File: src/hdl/stt_pkg.sv
`default_nettype none
// ----------------------------------------------------------------------------
// stt_pkg
// Shared types, codes and character helpers for the source text tokenizer.
// ----------------------------------------------------------------------------
package stt_pkg;

	// scan mode, one-hot
	typedef enum logic [7:0] {
		MODE_IDLE    = 8'b0000_0001,
		MODE_IDENT   = 8'b0000_0010,
		MODE_NUM     = 8'b0000_0100,
		MODE_COMMENT = 8'b0000_1000,
		MODE_MINUS   = 8'b0001_0000,
		MODE_EQ      = 8'b0010_0000,
		MODE_BANG    = 8'b0100_0000,
		MODE_ERROR   = 8'b1000_0000
	} mode_t;

	// token kinds
	localparam logic [4:0] KIND_NUM    = 5'd0;
	localparam logic [4:0] KIND_IDENT  = 5'd1;
	localparam logic [4:0] KIND_SEMI   = 5'd2;
	localparam logic [4:0] KIND_LPAREN = 5'd3;
	localparam logic [4:0] KIND_RPAREN = 5'd4;
	localparam logic [4:0] KIND_LBRACE = 5'd5;
	localparam logic [4:0] KIND_RBRACE = 5'd6;
	localparam logic [4:0] KIND_BINOP  = 5'd7;
	localparam logic [4:0] KIND_ARROW  = 5'd8;
	localparam logic [4:0] KIND_COMMA  = 5'd9;
	localparam logic [4:0] KIND_ASSIGN = 5'd10;
	localparam logic [4:0] KIND_FN     = 5'd11;
	localparam logic [4:0] KIND_MUT    = 5'd12;
	localparam logic [4:0] KIND_IF     = 5'd13;
	localparam logic [4:0] KIND_ELSE   = 5'd14;
	localparam logic [4:0] KIND_ELIF   = 5'd15;
	localparam logic [4:0] KIND_CCND   = 5'd16;

	// binop operator codes
	localparam logic [3:0] OP_NONE  = 4'd0;
	localparam logic [3:0] OP_PLUS  = 4'd1;
	localparam logic [3:0] OP_MINUS = 4'd2;
	localparam logic [3:0] OP_MUL   = 4'd3;
	localparam logic [3:0] OP_DIV   = 4'd4;
	localparam logic [3:0] OP_DOT   = 4'd5;
	localparam logic [3:0] OP_EQ    = 4'd6;
	localparam logic [3:0] OP_NE    = 4'd7;
	localparam logic [3:0] OP_PIPE  = 4'd8;

	// action codes
	localparam logic ACT_CHAR = 1'b0;
	localparam logic ACT_END  = 1'b1;

	// status codes
	localparam logic ST_TOKEN = 1'b0;
	localparam logic ST_ERROR = 1'b1;

	// characters
	localparam logic [7:0] CH_NL      = 8'd10;
	localparam logic [7:0] CH_TAB     = 8'd9;
	localparam logic [7:0] CH_CR      = 8'd13;
	localparam logic [7:0] CH_SPACE   = 8'h20;
	localparam logic [7:0] CH_HASH    = 8'h23;
	localparam logic [7:0] CH_MINUS   = 8'h2D;
	localparam logic [7:0] CH_EQUAL   = 8'h3D;
	localparam logic [7:0] CH_BANG    = 8'h21;
	localparam logic [7:0] CH_GREATER = 8'h3E;

	// keyword spellings as they sit in the keyword window
	localparam logic [39:0] KW_FN   = 40'h00_0000_666E;
	localparam logic [39:0] KW_IF   = 40'h00_0000_6966;
	localparam logic [39:0] KW_MUT  = 40'h00_006D_7574;
	localparam logic [39:0] KW_ELSE = 40'h00_656C_7365;
	localparam logic [39:0] KW_ELIF = 40'h00_656C_6966;
	localparam logic [39:0] KW_CCND = 40'h00_6363_6E64;

	localparam logic [2:0] WLEN_MAX = 3'd5;

	// result queue
	localparam int RQ_DEPTH = 4;
	localparam int RQ_PTR_W = 2;
	localparam int RQ_CNT_W = 3;

	typedef struct packed {
		logic       hit;
		logic [4:0] kind;
		logic [3:0] op;
	} sign_t;

	function automatic logic is_letter(input logic [7:0] c);
		return (c >= 8'h61 && c <= 8'h7A) || (c >= 8'h41 && c <= 8'h5A) || (c == 8'h5F);
	endfunction

	function automatic logic is_digit(input logic [7:0] c);
		return (c >= 8'h30 && c <= 8'h39);
	endfunction

	function automatic logic is_blank(input logic [7:0] c);
		return (c == CH_SPACE) || (c == CH_TAB) || (c == CH_CR);
	endfunction

	// complete single-character signs
	function automatic sign_t sign_of(input logic [7:0] c);
		sign_t s;
		s = '{hit: 1'b1, kind: KIND_BINOP, op: OP_NONE};
		unique case (c)
			8'h3B: s.kind = KIND_SEMI;
			8'h28: s.kind = KIND_LPAREN;
			8'h29: s.kind = KIND_RPAREN;
			8'h7B: s.kind = KIND_LBRACE;
			8'h7D: s.kind = KIND_RBRACE;
			8'h2B: s.op = OP_PLUS;
			8'h2A: s.op = OP_MUL;
			8'h2F: s.op = OP_DIV;
			8'h2E: s.op = OP_DOT;
			8'h7C: s.op = OP_PIPE;
			8'h2C: s.kind = KIND_COMMA;
			default: begin
				s.hit  = 1'b0;
				s.kind = KIND_NUM;
			end
		endcase
		return s;
	endfunction

	function automatic logic [4:0] word_kind(input logic [39:0] w, input logic [2:0] len);
		logic [4:0] k;
		k = KIND_IDENT;
		unique case (len)
			3'd2: begin
				if (w == KW_FN) k = KIND_FN;
				else if (w == KW_IF) k = KIND_IF;
			end
			3'd3: begin
				if (w == KW_MUT) k = KIND_MUT;
			end
			3'd4: begin
				if (w == KW_ELSE) k = KIND_ELSE;
				else if (w == KW_ELIF) k = KIND_ELIF;
				else if (w == KW_CCND) k = KIND_CCND;
			end
			default: k = KIND_IDENT;
		endcase
		return k;
	endfunction

endpackage
`default_nettype wire

File: src/hdl/source_text_tokenizer_unit.sv
`default_nettype none
// ----------------------------------------------------------------------------
// source_text_tokenizer_unit
// Character-stream tokenizer: emits kind, operator, line and columns per token.
// ----------------------------------------------------------------------------
// usage:
//   src channel (src_valid/src_stall) carries one character or an end-of-text
//   marker per transaction. tok channel (tok_valid/tok_stall) carries tokens
//   and error reports, last_of_run marking the final result of a character.
//   the scanner takes one character per cycle while src is not stalled; its
//   mode, counters and the five-byte keyword window update in that same cycle.
//   a result is written into the registered queue as its character is taken.
//   results wait in a four-entry queue; src is stalled while fewer than two
//   slots are free, so a stalled tok side backs up into src once three
//   results are waiting. when tok never stalls, src accepts a character
//   every cycle until characters that produce two results have built up
//   three waiting results; it then stalls while three results wait.
//   after an unknown byte or a lone '!' an error result is sent and further
//   characters are swallowed until end of text.
//   reset: scanner idle, line 1, column 0, queue empty.
// ----------------------------------------------------------------------------
module source_text_tokenizer_unit #(
	parameter int COLUMN_BITS = 12,
	parameter int LINE_BITS   = 16
) (
	input  wire logic                   clk,
	input  wire logic                   arst_n,
	input  wire logic                   src_valid,
	output logic                        src_stall,
	input  wire logic                   action,
	input  wire logic [7:0]             char_code,
	output logic                        tok_valid,
	input  wire logic                   tok_stall,
	output logic                        status,
	output logic      [4:0]             token_kind,
	output logic      [3:0]             operator_code,
	output logic      [LINE_BITS-1:0]   line_number,
	output logic      [COLUMN_BITS-1:0] start_column,
	output logic      [COLUMN_BITS-1:0] end_column,
	output logic                        last_of_run
);

	localparam int ENTRY_W = 11 + LINE_BITS + 2 * COLUMN_BITS;
	localparam int E_LO    = 1;
	localparam int S_LO    = E_LO + COLUMN_BITS;
	localparam int L_LO    = S_LO + COLUMN_BITS;
	localparam int OP_LO   = L_LO + LINE_BITS;
	localparam int K_LO    = OP_LO + 4;

	logic               room, take;
	logic [1:0]         push_cnt;
	logic [ENTRY_W-1:0] push0, push1, head;

	assign src_stall = !room;
	assign take      = src_valid && room;

	stt_front #(
		.COLUMN_BITS (COLUMN_BITS),
		.LINE_BITS   (LINE_BITS),
		.ENTRY_W     (ENTRY_W)
	) u_front (
		.clk       (clk),
		.arst_n    (arst_n),
		.take      (take),
		.action    (action),
		.char_code (char_code),
		.push_cnt  (push_cnt),
		.push0     (push0),
		.push1     (push1)
	);

	stt_rq #(
		.W (ENTRY_W)
	) u_rq (
		.clk       (clk),
		.arst_n    (arst_n),
		.push_cnt  (push_cnt),
		.push0     (push0),
		.push1     (push1),
		.room      (room),
		.tok_valid (tok_valid),
		.tok_stall (tok_stall),
		.head      (head)
	);

	assign last_of_run   = head[0];
	assign end_column    = head[S_LO-1:E_LO];
	assign start_column  = head[L_LO-1:S_LO];
	assign line_number   = head[OP_LO-1:L_LO];
	assign operator_code = head[K_LO-1:OP_LO];
	assign token_kind    = head[ENTRY_W-2:K_LO];
	assign status        = head[ENTRY_W-1];

endmodule
`default_nettype wire

File: src/hdl/stt_front.sv
`default_nettype none
// ----------------------------------------------------------------------------
// stt_front
// Scanner front end: classifies each character, keeps mode and position
// counters and produces zero, one or two result entries per transaction.
// ----------------------------------------------------------------------------
module stt_front #(
	parameter int COLUMN_BITS = 12,
	parameter int LINE_BITS   = 16,
	parameter int ENTRY_W     = 11 + LINE_BITS + 2 * COLUMN_BITS
) (
	input  wire logic               clk,
	input  wire logic               arst_n,
	input  wire logic               take,
	input  wire logic               action,
	input  wire logic [7:0]         char_code,
	output logic      [1:0]         push_cnt,
	output logic      [ENTRY_W-1:0] push0,
	output logic      [ENTRY_W-1:0] push1
);

	typedef struct packed {
		logic                   st;
		logic [4:0]             kind;
		logic [3:0]             op;
		logic [COLUMN_BITS-1:0] s;
		logic [COLUMN_BITS-1:0] e;
	} res_t;

	stt_pkg::mode_t         mode_q, mode_d;
	logic [LINE_BITS-1:0]   line_q, line_d;
	logic [COLUMN_BITS-1:0] col_q, col_d;
	logic [COLUMN_BITS-1:0] start_q, start_d;
	logic [39:0]            win_q, win_d;
	logic [2:0]             wlen_q, wlen_d;

	logic [COLUMN_BITS-1:0] col_nx, start_nx;
	logic [LINE_BITS-1:0]   line_nx;
	res_t                   fl, res0, res1;
	logic                   fl_vld, done;
	logic [1:0]             n;
	stt_pkg::sign_t         sg;

	assign col_nx   = (col_q == '1) ? col_q : col_q + 1'b1;
	assign start_nx = (start_q == '1) ? start_q : start_q + 1'b1;
	assign line_nx  = (line_q == '1) ? line_q : line_q + 1'b1;
	assign sg       = stt_pkg::sign_of(char_code);

	always_comb begin
		// pending token as it would be flushed at the current column
		fl_vld = 1'b1;
		fl     = '{st: stt_pkg::ST_TOKEN, kind: stt_pkg::KIND_NUM, op: stt_pkg::OP_NONE,
		           s: start_q, e: col_q};
		unique case (mode_q)
			stt_pkg::MODE_IDENT: fl.kind = stt_pkg::word_kind(win_q, wlen_q);
			stt_pkg::MODE_NUM:   fl.kind = stt_pkg::KIND_NUM;
			stt_pkg::MODE_MINUS: begin
				fl.kind = stt_pkg::KIND_BINOP;
				fl.op   = stt_pkg::OP_MINUS;
			end
			stt_pkg::MODE_EQ:    fl.kind = stt_pkg::KIND_ASSIGN;
			stt_pkg::MODE_BANG: begin
				fl.st = stt_pkg::ST_ERROR;
				fl.e  = start_nx;
			end
			default: fl_vld = 1'b0;
		endcase
	end

	always_comb begin
		mode_d  = mode_q;
		line_d  = line_q;
		col_d   = col_q;
		start_d = start_q;
		win_d   = win_q;
		wlen_d  = wlen_q;
		n       = 2'd0;
		done    = 1'b0;
		res0    = fl;
		res1    = fl;
		if (take) begin
			if (action == stt_pkg::ACT_END) begin
				n       = fl_vld ? 2'd1 : 2'd0;
				mode_d  = stt_pkg::MODE_IDLE;
				line_d  = LINE_BITS'(1);
				col_d   = '0;
				start_d = '0;
				win_d   = '0;
				wlen_d  = '0;
			end else if (mode_q == stt_pkg::MODE_ERROR) begin
				// everything is dropped until end of text
			end else if (char_code == stt_pkg::CH_NL) begin
				n      = fl_vld ? 2'd1 : 2'd0;
				mode_d = (mode_q == stt_pkg::MODE_BANG) ? stt_pkg::MODE_ERROR
				                                       : stt_pkg::MODE_IDLE;
				line_d = line_nx;
				col_d  = '0;
			end else begin
				col_d = col_nx;
				unique case (mode_q)
					stt_pkg::MODE_COMMENT: done = 1'b1;
					stt_pkg::MODE_IDENT: begin
						if (stt_pkg::is_letter(char_code) || stt_pkg::is_digit(char_code)) begin
							win_d  = {win_q[31:0], char_code};
							wlen_d = (wlen_q < stt_pkg::WLEN_MAX) ? wlen_q + 3'd1 : wlen_q;
							done   = 1'b1;
						end
					end
					stt_pkg::MODE_NUM: done = stt_pkg::is_digit(char_code);
					stt_pkg::MODE_MINUS: begin
						if (char_code == stt_pkg::CH_GREATER) begin
							res0 = '{st: stt_pkg::ST_TOKEN, kind: stt_pkg::KIND_ARROW,
							         op: stt_pkg::OP_NONE, s: start_q, e: col_nx};
							n    = 2'd1;
							done = 1'b1;
						end
					end
					stt_pkg::MODE_EQ: begin
						if (char_code == stt_pkg::CH_EQUAL) begin
							res0 = '{st: stt_pkg::ST_TOKEN, kind: stt_pkg::KIND_BINOP,
							         op: stt_pkg::OP_EQ, s: start_q, e: col_nx};
							n    = 2'd1;
							done = 1'b1;
						end
					end
					stt_pkg::MODE_BANG: begin
						if (char_code == stt_pkg::CH_EQUAL) begin
							res0 = '{st: stt_pkg::ST_TOKEN, kind: stt_pkg::KIND_BINOP,
							         op: stt_pkg::OP_NE, s: start_q, e: col_nx};
							n    = 2'd1;
							done = 1'b1;
						end
					end
					default: done = 1'b0;
				endcase
				if (done) begin
					if (n != 2'd0) mode_d = stt_pkg::MODE_IDLE;
				end else begin
					n = fl_vld ? 2'd1 : 2'd0;
					if (mode_q == stt_pkg::MODE_BANG) begin
						mode_d = stt_pkg::MODE_ERROR;
					end else begin
						mode_d  = stt_pkg::MODE_IDLE;
						start_d = col_q;
						if (stt_pkg::is_blank(char_code)) begin
							mode_d = stt_pkg::MODE_IDLE;
						end else if (stt_pkg::is_letter(char_code)) begin
							mode_d = stt_pkg::MODE_IDENT;
							win_d  = {32'd0, char_code};
							wlen_d = 3'd1;
						end else if (stt_pkg::is_digit(char_code)) begin
							mode_d = stt_pkg::MODE_NUM;
						end else if (char_code == stt_pkg::CH_HASH) begin
							mode_d = stt_pkg::MODE_COMMENT;
						end else if (char_code == stt_pkg::CH_MINUS) begin
							mode_d = stt_pkg::MODE_MINUS;
						end else if (char_code == stt_pkg::CH_EQUAL) begin
							mode_d = stt_pkg::MODE_EQ;
						end else if (char_code == stt_pkg::CH_BANG) begin
							mode_d = stt_pkg::MODE_BANG;
						end else begin
							// complete sign or unknown byte, after any flushed token
							res1 = '{st: !sg.hit, kind: sg.kind, op: sg.op, s: col_q, e: col_nx};
							if (fl_vld) begin
								n = 2'd2;
							end else begin
								res0 = res1;
								n    = 2'd1;
							end
							mode_d = sg.hit ? stt_pkg::MODE_IDLE : stt_pkg::MODE_ERROR;
						end
					end
				end
			end
		end
	end

	assign push_cnt = n;
	assign push0 = {res0.st, res0.kind, res0.op, line_q, res0.s, res0.e, (n == 2'd1)};
	assign push1 = {res1.st, res1.kind, res1.op, line_q, res1.s, res1.e, 1'b1};

	always_ff @(posedge clk or negedge arst_n) begin
		if (!arst_n) begin
			mode_q  <= stt_pkg::MODE_IDLE;
			line_q  <= LINE_BITS'(1);
			col_q   <= '0;
			start_q <= '0;
			win_q   <= '0;
			wlen_q  <= '0;
		end else begin
			mode_q  <= mode_d;
			line_q  <= line_d;
			col_q   <= col_d;
			start_q <= start_d;
			win_q   <= win_d;
			wlen_q  <= wlen_d;
		end
	end

endmodule
`default_nettype wire

File: src/hdl/stt_rq.sv
`default_nettype none
// ----------------------------------------------------------------------------
// stt_rq
// Result queue between scanner and output port: takes up to two entries per
// cycle, hands out one per transaction from a registered head.
// ----------------------------------------------------------------------------
module stt_rq #(
	parameter int W = 54
) (
	input  wire logic         clk,
	input  wire logic         arst_n,
	input  wire logic [1:0]   push_cnt,
	input  wire logic [W-1:0] push0,
	input  wire logic [W-1:0] push1,
	output logic              room,
	output logic              tok_valid,
	input  wire logic         tok_stall,
	output logic      [W-1:0] head
);

	logic [W-1:0]                  mem_q [stt_pkg::RQ_DEPTH];
	logic [stt_pkg::RQ_PTR_W-1:0] wr_ptr_q, rd_ptr_q;
	logic [stt_pkg::RQ_CNT_W-1:0] cnt_q;
	logic                          pop;

	assign tok_valid = (cnt_q != '0);
	assign pop       = tok_valid && !tok_stall;
	assign head      = mem_q[rd_ptr_q];
	// two free slots needed, a character may cause two results
	assign room      = (cnt_q <= stt_pkg::RQ_CNT_W'(stt_pkg::RQ_DEPTH - 2));

	always_ff @(posedge clk) begin
		if (push_cnt != 2'd0) mem_q[wr_ptr_q] <= push0;
		if (push_cnt == 2'd2) mem_q[wr_ptr_q + stt_pkg::RQ_PTR_W'(1)] <= push1;
	end

	always_ff @(posedge clk or negedge arst_n) begin
		if (!arst_n) begin
			wr_ptr_q <= '0;
			rd_ptr_q <= '0;
			cnt_q    <= '0;
		end else begin
			wr_ptr_q <= wr_ptr_q + stt_pkg::RQ_PTR_W'(push_cnt);
			rd_ptr_q <= rd_ptr_q + stt_pkg::RQ_PTR_W'(pop);
			cnt_q    <= cnt_q + stt_pkg::RQ_CNT_W'(push_cnt) - stt_pkg::RQ_CNT_W'(pop);
		end
	end

endmodule
`default_nettype wire

File: config.mk
export PLATFORM = sky130hd
export DESIGN_NAME = source_text_tokenizer_unit
export DESIGN_NICKNAME = d
export VERILOG_FILES = /design/src/hdl/stt_pkg.sv /design/src/hdl/source_text_tokenizer_unit.sv /design/src/hdl/stt_front.sv /design/src/hdl/stt_rq.sv
export SDC_FILE = /design/constraint.sdc
export NUM_CORES = 1
export LEC_CHECK = 0
export BUFFER_PORTS_ARGS = -buffer_cell sky130_fd_sc_hd__buf_2
export CAP_MARGIN = 25
export CORE_MARGIN = 4
export CORE_UTILIZATION = 30
export DETAILED_ROUTE_END_ITERATION = 12
export PLACE_DENSITY_LB_ADDON = 0.2
export SYNTH_ARGS = -nofsm -noshare
export SYNTH_HDL_FRONTEND = slang
export SYNTH_SLANG_ARGS = --single-unit
File: constraint.sdc
create_clock -name clk -period 11.64 [get_ports clk]
set_clock_uncertainty 0.05 [all_clocks]
set_input_delay 2.328 -clock clk [delete_from_list [all_inputs] [get_ports clk]]
set_output_delay 2.328 -clock clk [all_outputs]
set_load 0.03 [all_outputs]
==> results of run 1 <==
## power by group through the flow
| stage | Sequential (mW) | Clock (mW) | Combinational (mW) |
|---|---|---|---|
| 2_1_floorplan | 1.31 | 0 | 0.920 |
| 3_3_place_gp | 1.39 | 0 | 1.26 |
| 3_5_place_dp | 1.39 | 0 | 1.27 |
| 4_1_cts | 1.37 | 1.18 | 1.27 |
| 5_1_grt | 1.38 | 1.23 | 1.35 |
| 6_report | 1.37 | 1.16 | 1.25 |
## how the worst max path moves through the flow
stage | startpoint | endpoint | slack (ns) | depth (start not counted)
after floorplan | char_code[5] | u_rq.mem_q[1][10] | 5.50 | 10
after global placement | char_code[4] | u_rq.mem_q[0][18] | 4.55 | 10
after detailed placement | char_code[4] | u_rq.mem_q[0][20] | 4.45 | 10
after CTS | char_code[4] | u_rq.mem_q[3][27] | 5.03 | 10
after global routing | char_code[4] | u_rq.mem_q[3][27] | 4.70 | 10
final | char_code[4] | u_rq.mem_q[0][18] | 5.01 | 10
## critical path: cells and delay by family
| family | cells | cell delay, ns |
|---|---|---|
| compound gates | 4 | 1.57 |
| buf+inv | 3 | 1.18 |
| simple gates | 3 | 1.64 |
## layout by cell type (no fill, tap or decap), drive strengths merged, types with 15 or more instances in the layout
cell type	instances
nand3	40
o21ai	72
a21oi	63
clkinv	15
and2	22
mux4	51
nor2	91
nand2	77
inv	48
xnor2	20
nand3b	16
nor3	20
a22o	79
o22ai	76
clkbuf	50
or3	18
buf	98
nor2b	45
edfxtp	200
a32o	24
dfrtp	96
## layout make-up
type / count / area share
Sequential cell: 302 / 0.463
Inverter: 48 / 0.00982
Timing Repair Buffer: 99 / 0.0319
Clock inverter: 19 / 0.00989
Clock buffer: 49 / 0.0554
Multi-Input combinational cell: 944 / 0.383
Tap cell: 696 / 0.0471
## logic make-up after synthesis
logic type,after synthesis,synth area share
XOR/XNOR,31,0.0167
adder cells (fa/ha/maj),14,0.0112
AO/OA/AOI/OAI,406,0.181
flip-flops,302,0.525
multiplexers,62,0.0775
AND/OR/NAND/NOR,431,0.147
buffers and inverters,160,0.0414
## flip-flops by register name, summed over array words and instances, names as in the netlist
name,count
u_rq.mem_q,204
u_front.win_q,40
u_front.line_q,16
u_front.col_q,12
u_front.start_q,12
u_front.mode_q,8
u_front.wlen_q,3
u_rq.cnt_q,3
u_rq.rd_ptr_q,2
u_rq.wr_ptr_q,2
## layer usage
layer | up-vias | wire length, um | GRT usage
met2 | 416 | 23300 | 0.273
met3 | 72 | 2940 | 0.0281
met1 | 6211 | 22300 | 0.242
li1 | 5551 | - | -
met4 | 0 | 966 | 0.0414
met5 | - | 0 | 0
==> impl_metrics.ini, run 1 <==
[route]
drtIter0Drc = 984
drt-pass1-iter-count = 6
drc = 0
detail-route-antenna-nets = 0
num_vias = 12300
wl_per_cell_um = 23.0
viasPerCell = 5.68
wirelength_mm = 49.6

[clock_tree]
cts_tree = done
clk_pin_slew_ns = 0.06
postCtsSetupBuffers = 0
cts_made_buffers = 37
root_buffer = clkbuf_16
postCtsHoldBufs = 0
cts_max_level = 2
clockBufferDepth = 3
clk_latency_ns = 0.55
cts.sinks = 302
cts_resized = 0

[sta]
fin_ws_ns = 5.01
setup_violations = 0
slew_viol_final = 0
hold_viol = 0
finalSetupTns_ns = 0
max_slew.worst_pin.slew_ns = 1.08
rsz0062_at_grt = false
period_share = 0.570
hold_slack_ns = 0.417
max-slew-margin-rel = 0.276
min_period_ns = 6.63
max_clock_freq_mhz = 151

[placement]
post_dp_cell_area_um2 = 17200
io_buffer_count = 65
dp_cells = 2087
pre_cts_ws_ns = 4.45
hpwl_mm = 33.3
place.gp.congestion = 0.870

[hold_path]
hp-class = flop to flop
holdPathEnd = u_rq.rd_ptr_q[1]
min_delay_path_depth = 1
min_from = u_rq.rd_ptr_q[1]

[worst_setup_path]
critical-path-max-stage-delay_ns = 0.60
end_kind = flop
crit_path_top_delay_cell = o21ai_4
crit_required_ns = 11.77
path_cells = buf_2, or4_1, nor4_2, a2111oi_0, o22a_1, or2_1, o21ai_4, a21boi_4, inv_2, buf_4
rr_startpoint = u_front.mode_q[6]
crit_fanout = 32
rr_worst_depth = 9
crit_arrival_ns = 6.76
crit_type = input port to flop
r2r-end = u_rq.mem_q[0][18]
worstSetupStartpointType = input port
r2r_setup_slack_ns = 6.25

[power_and_ir_drop]
internal_power_mw = 2.35
switching_share = 0.378
switchingPower_mw = 1.43
combPwrFrac = 0.332
p_total_mw = 3.77
clkPwrFrac = 0.306
vdd_drop_max_mv = 0.0889
seqPwrFrac = 0.362
power.density_nw_per_um2 = 204
power.leakage_nw = 6.36

[global_route]
grt_pass1_wl_mm = 76.1
grt_pass1_vias = 12100
grt_overflow = 0
grt_max_degree = 52
grtUsageTotal = 0.170
antenna_found_initial = 1

[yosys]
yosysMostFrequentCell = edfxtp_1
synth_top_area_share = 0.369
syn_avg_cell_area_um2 = 11.6
ys_seq_area_frac = 0.525
synth_edf_count = 200
synth_nets = 1433
synthDistinctLibCells = 89
synth-async-reset-ratio = 0.325
syn_inst = 1406
synthTopCellsByArea = edfxtp_1 37%, dfrtp_1 15%, mux4_2 7.1%
synthFlopType = edfxtp_1
synth_largest_area_cell = edfxtp_1
ys_warn_count = 0
netlist_area_um2 = 16300
synth_common_cells = 200 x edfxtp_1, 96 x dfrtp_1, 90 x nor2_1
synth_seq_cells = 302

[cells_and_area]
drive_above_1_share = 0.174
final_cells = 2157
fin_util = 0.344
antenna_cells = 0
regArea_um2 = 8550
multi_input_area_um2 = 7080
stdcell_area_um2 = 18500
nets = 1459
area_delta_synth_final_pct = 13.5
nFillCells = 5336

[floorplanning]
row_count = 85
dieArea_um2 = 58000
core_um2 = 53700
start_util = 0.303
die_h_um = 241
die_w_um = 241
io_pins = 66

[flow_run]
drv_cap = 0

[outcome]
run_status = complete, no violations
Note: power is estimated with default switching activity, not from simulation.
==> run 2: changes to the inputs <==
- clock period: 11.64 -> 5.65 ns (I/O delays scaled with it)
==> run 2 against run 1 <==
Net effect: non-clock buffer count rose by 14; clock power up 95%; design area up 0.43%; combinational power is 110% higher; worst hold slack gained 0.034 ns; wire length increased by 0.22%; highest routed layer unchanged.
==> impl_metrics.ini, run 2 (synthesized netlist as in run 1, its figures left out) <==
[sta]
min_period_ns = 4.51
hold_slack_ns = 0.452
setup_violations = 0
max_clock_freq_mhz = 222
rsz0062_at_grt = false
hold_viol = 0
period_share = 0.799
max_slew.worst_pin.slew_ns = 0.993
finalSetupTns_ns = 0
slew_viol_final = 0
max-slew-margin-rel = 0.338

[worst_setup_path]
crit_arrival_ns = 4.86
end_kind = flop
crit_required_ns = 6.00
crit_type = flop to flop
crit_fanout = 12
worstSetupStartpointType = flop

[route]
drc = 0
num_vias = 12100
viasPerCell = 5.60
drtIter0Drc = 1155
detail-route-antenna-nets = 0
wirelength_mm = 49.7
wl_per_cell_um = 22.9
drt-pass1-iter-count = 7

[power_and_ir_drop]
power.density_nw_per_um2 = 415
power.leakage_nw = 6.38
vdd_drop_max_mv = 0.159

[clock_tree]
cts.sinks = 302
postCtsHoldBufs = 0
clk_pin_slew_ns = 0.06
postCtsSetupBuffers = 0
cts_max_level = 2
cts_tree = done
clk_latency_ns = 0.54
cts_made_buffers = 36
cts_resized = 0
clockBufferDepth = 3
root_buffer = clkbuf_16

[cells_and_area]
final_common_cell = edfxtp_1
nets = 1472
nFillCells = 5285
largest_reg_flops = 204
final_cells = 2167
antenna_cells = 0
regMostFlops = u_rq.mem_q
final_cell_mix = 200 x edfxtp_1, 94 x dfrtp_1, 89 x nor2_1
reg_top3 = u_rq.mem_q x204, u_front.win_q x40, u_front.line_q x16
area_delta_synth_final_pct = 14.0
multi_input_area_um2 = 7080
drive_above_1_share = 0.177
regArea_um2 = 8550

[floorplanning]
start_util = 0.303
io_pins = 66
dieArea_um2 = 58000
die_w_um = 241
row_count = 85
die_h_um = 241
core_um2 = 53700

[global_route]
grtUsageTotal = 0.170
grt_pass1_vias = 12100
grt_pass1_wl_mm = 76.1
grt_overflow = 0
grt_max_degree = 56
antenna_found_initial = 0

[outcome]
run_status = complete, no violations

[placement]
io_buffer_count = 65
dp_cells = 2102
hpwl_mm = 33.9
place.gp.congestion = 0.857

[flow_run]
drv_cap = 0

[hold_path]
hp-class = flop to flop
-- run 2: metal layers --
layer  vias up  GRT usage  part of all wire
met5         -          0                 0
met4         0     0.0327             0.015
met3        51     0.0313             0.056
met2       352      0.276              0.47
met1      6170      0.241              0.46
li1       5572          -                 -
-- run 2: final cells by class --
cell class              instances  area share
flip-flops and latches        302       0.461
well taps                     696      0.0469
multi-input cells             944       0.382
clock inverters                10     0.00695
inverters                      48     0.00978
clock buffers                  54      0.0534
repair buffers                113      0.0407
-- run 2: per-stage QoR --
stage	area [um2]	power (mW)	worst slack, ns	util
2_1_floorplan	16300	4.59	0.708	-
3_3_place_gp	17400	5.48	0.542	0.324
3_5_place_dp	17400	5.49	0.833	0.324
4_1_cts	18500	7.78	1.15	0.345
5_1_grt	18500	8.08	0.927	0.345
6_report	18500	7.70	1.14	0.345
-- run 2: final timing paths --
kind / startpoint / endpoint / slack, ns / cells past startpoint
worst max-delay path: u_front.mode_q[1] / u_rq.mem_q[1][16] / 1.14 / 10
worst min-delay path: u_front.win_q[37] / u_front.win_q[37] / 0.45 / 1
worst max register to register: u_front.mode_q[1] / u_rq.mem_q[1][16] / 1.14 / 10
worst min register to register: u_front.win_q[37] / u_front.win_q[37] / 0.45 / 1
max in group asynchronous: arst_n / u_rq.rd_ptr_q[0] / 3.74 / 2
min in group asynchronous: arst_n / u_front.win_q[17] / 0.63 / 1
-- run 2: report_power, final --
part / switching [mW] / leakage, nW / internal, mW / total, mW
logic: 1.71 / 2.62 / 0.864 / 2.57
registers: 0.281 / 3.22 / 2.58 / 2.86
clock network: 0.915 / 0.538 / 1.35 / 2.26
total: 2.90 / 6.38 / 4.79 / 7.70
-- run 2: worst max-delay path: stages (launching register included) --
cell      delay, ns
dfrtp_1        0.47
or4_1          0.68
or4_1          0.53
and2_1         0.28
clkinv_2       0.10
ha_1           0.22
and3b_1        0.26
o2111a_1       0.51
o21ai_2        0.20
a211oi_2       0.85
a22o_1         0.24
==> run 3: changes to the inputs <==
- clock period: 5.65 -> 4.05 ns (I/O delays scaled with it)
==> run 3 against run 2 <==
Net effect: power grew 43%; non-clock buffer count grew 83; final cell count grew 4.0%.
==> impl_metrics.ini, run 3 (synthesized netlist as in run 1, its figures left out) <==
[sta]
rsz0062_at_grt = false
fin_ws_ns = 0.259
setup_violations = 0
hold_viol = 0
hold_slack_ns = 0.363
slew_viol_final = 0
finalSetupTns_ns = 0
period_share = 0.936
max_slew.worst_pin.slew_ns = 0.962
min_period_ns = 3.79
max_clock_freq_mhz = 264
max-slew-margin-rel = 0.357

[worst_setup_path]
crit_buf_inv = 4
crit_type = flop to flop
crit_required_ns = 4.21
crit_path_top_delay_cell = or4_1
endpoint = u_rq.mem_q[2][18]
cp_common_cell = or4_1
end_kind = flop
crit_fanout = 39
crit_arrival_ns = 3.95
rr_startpoint = u_front.mode_q[0]
rr_worst_depth = 12
r2r-end = u_rq.mem_q[2][18]
crit_start = u_front.mode_q[0]
critical-path-max-stage-delay_ns = 0.57
path_cells = or4_1, or4_1, and2_1, clkinv_4, ha_1, and3b_1, o2111a_1, buf_4, o211ai_1, a21boi_4, clkinvlp_4, buf_12
critPathTopFamily = simple AND/OR/NAND/NOR gates
worstSetupStartpointType = flop
r2r_setup_slack_ns = 0.26
path_depth = 12

[outcome]
run_status = complete, no violations

[power_and_ir_drop]
switching_share = 0.376
internal_power_mw = 6.86
clkPwrFrac = 0.289
combPwrFrac = 0.349
power.leakage_nw = 6.87
p_total_mw = 11.0
seqPwrFrac = 0.362
power.density_nw_per_um2 = 566
switchingPower_mw = 4.13
vdd_drop_max_mv = 0.238

[cells_and_area]
multi_input_area_um2 = 7110
regArea_um2 = 8550
drive_above_1_share = 0.224
final_cells = 2254
final_common_cell = edfxtp_1
stdcell_area_um2 = 19400
area_delta_synth_final_pct = 19.4
reg_top3 = u_rq.mem_q x204, u_front.win_q x40, u_front.line_q x16
regMostFlops = u_rq.mem_q
antenna_cells = 0
final_cell_mix = 200 x edfxtp_1, 111 x buf_4, 94 x dfrtp_1
largest_reg_flops = 204
nFillCells = 5213
nets = 1556
fin_util = 0.362

[global_route]
grt_pass1_wl_mm = 77.1
grtUsageTotal = 0.173
grt_pass1_vias = 12300
grt_max_degree = 60
grt_overflow = 0
antenna_found_initial = 1

[hold_path]
hp-class = input port to asynchronous set/reset pin

[route]
detail-route-antenna-nets = 0
wirelength_mm = 50.3
num_vias = 12400
wl_per_cell_um = 22.3
drc = 0
drtIter0Drc = 1186
viasPerCell = 5.51
drt-pass1-iter-count = 7

[clock_tree]
clockBufferDepth = 3
root_buffer = clkbuf_16
cts.sinks = 302
clk_latency_ns = 0.54
cts_max_level = 2
cts_tree = done
clk_pin_slew_ns = 0.06
cts_made_buffers = 37

[floorplanning]
row_count = 85
die_h_um = 241
io_pins = 66
start_util = 0.303
core_um2 = 53700
die_w_um = 241
dieArea_um2 = 58000

[placement]
io_buffer_count = 65
place.gp.congestion = 0.885
dp_cells = 2179
pre_cts_ws_ns = -0.196
post_dp_cell_area_um2 = 18200
hpwl_mm = 35.1

[flow_run]
drv_cap = 0
==> run 3: cell count changes in the layout (fill, tap and decap cells not counted), sizes merged <==
cell      before  now
buf          113  195
clkinv         8   12
bufinv         3    1
clkbuf        54   56
clkinvlp       1    3
inv           46   45
==> run 3: power by group through the flow <==
stage / Clock, mW / Combinational, mW / Sequential, mW
2_1_floorplan: 0 / 2.67 / 3.76
5_1_grt: 3.38 / 4.12 / 4.03
6_report: 3.17 / 3.84 / 3.99
3_5_place_dp: 0 / 3.83 / 4.05
4_1_cts: 3.27 / 3.85 / 3.99
3_3_place_gp: 0 / 3.82 / 4.04
==> run 3: layout make-up <==
cell class,instances,share of cell area
tap,696,0.0448
clock inverter,13,0.00509
timing repair buffer,196,0.0807
clock buffer,55,0.0538
multi-input combinational,944,0.366
sequential,302,0.440
inverter,48,0.0101
==> run 3: routing by layer <==
metal	vias up	track usage	routed length, um
met1	6222	0.248	23300
met4	2	0.0483	1080
met2	397	0.270	22900
met3	67	0.0313	2980
met5	-	0	7
li1	5735	-	-
==> run 3: worst min-delay path by stage <==
stage / start / slack [ns] / cells after the start / endpoint
6_report: arst_n / 0.36 / 1 / u_front.start_q[9]
5_1_grt: arst_n / 0.41 / 1 / u_front.start_q[11]
4_1_cts: arst_n / 0.39 / 1 / u_front.start_q[5]
3_5_place_dp: u_front.win_q[38] / 0.43 / 1 / u_front.win_q[38]
3_3_place_gp: u_rq.cnt_q[2] / 0.43 / 1 / u_rq.cnt_q[2]
2_1_floorplan: u_rq.cnt_q[2] / 0.41 / 1 / u_rq.cnt_q[2]
==> run 3: timing repair <==
action,4_1_cts,5_1_grt
setup buffers,0,6
gates resized for setup,0,2
setup endpoints to repair,0,19
hold buffers,0,0
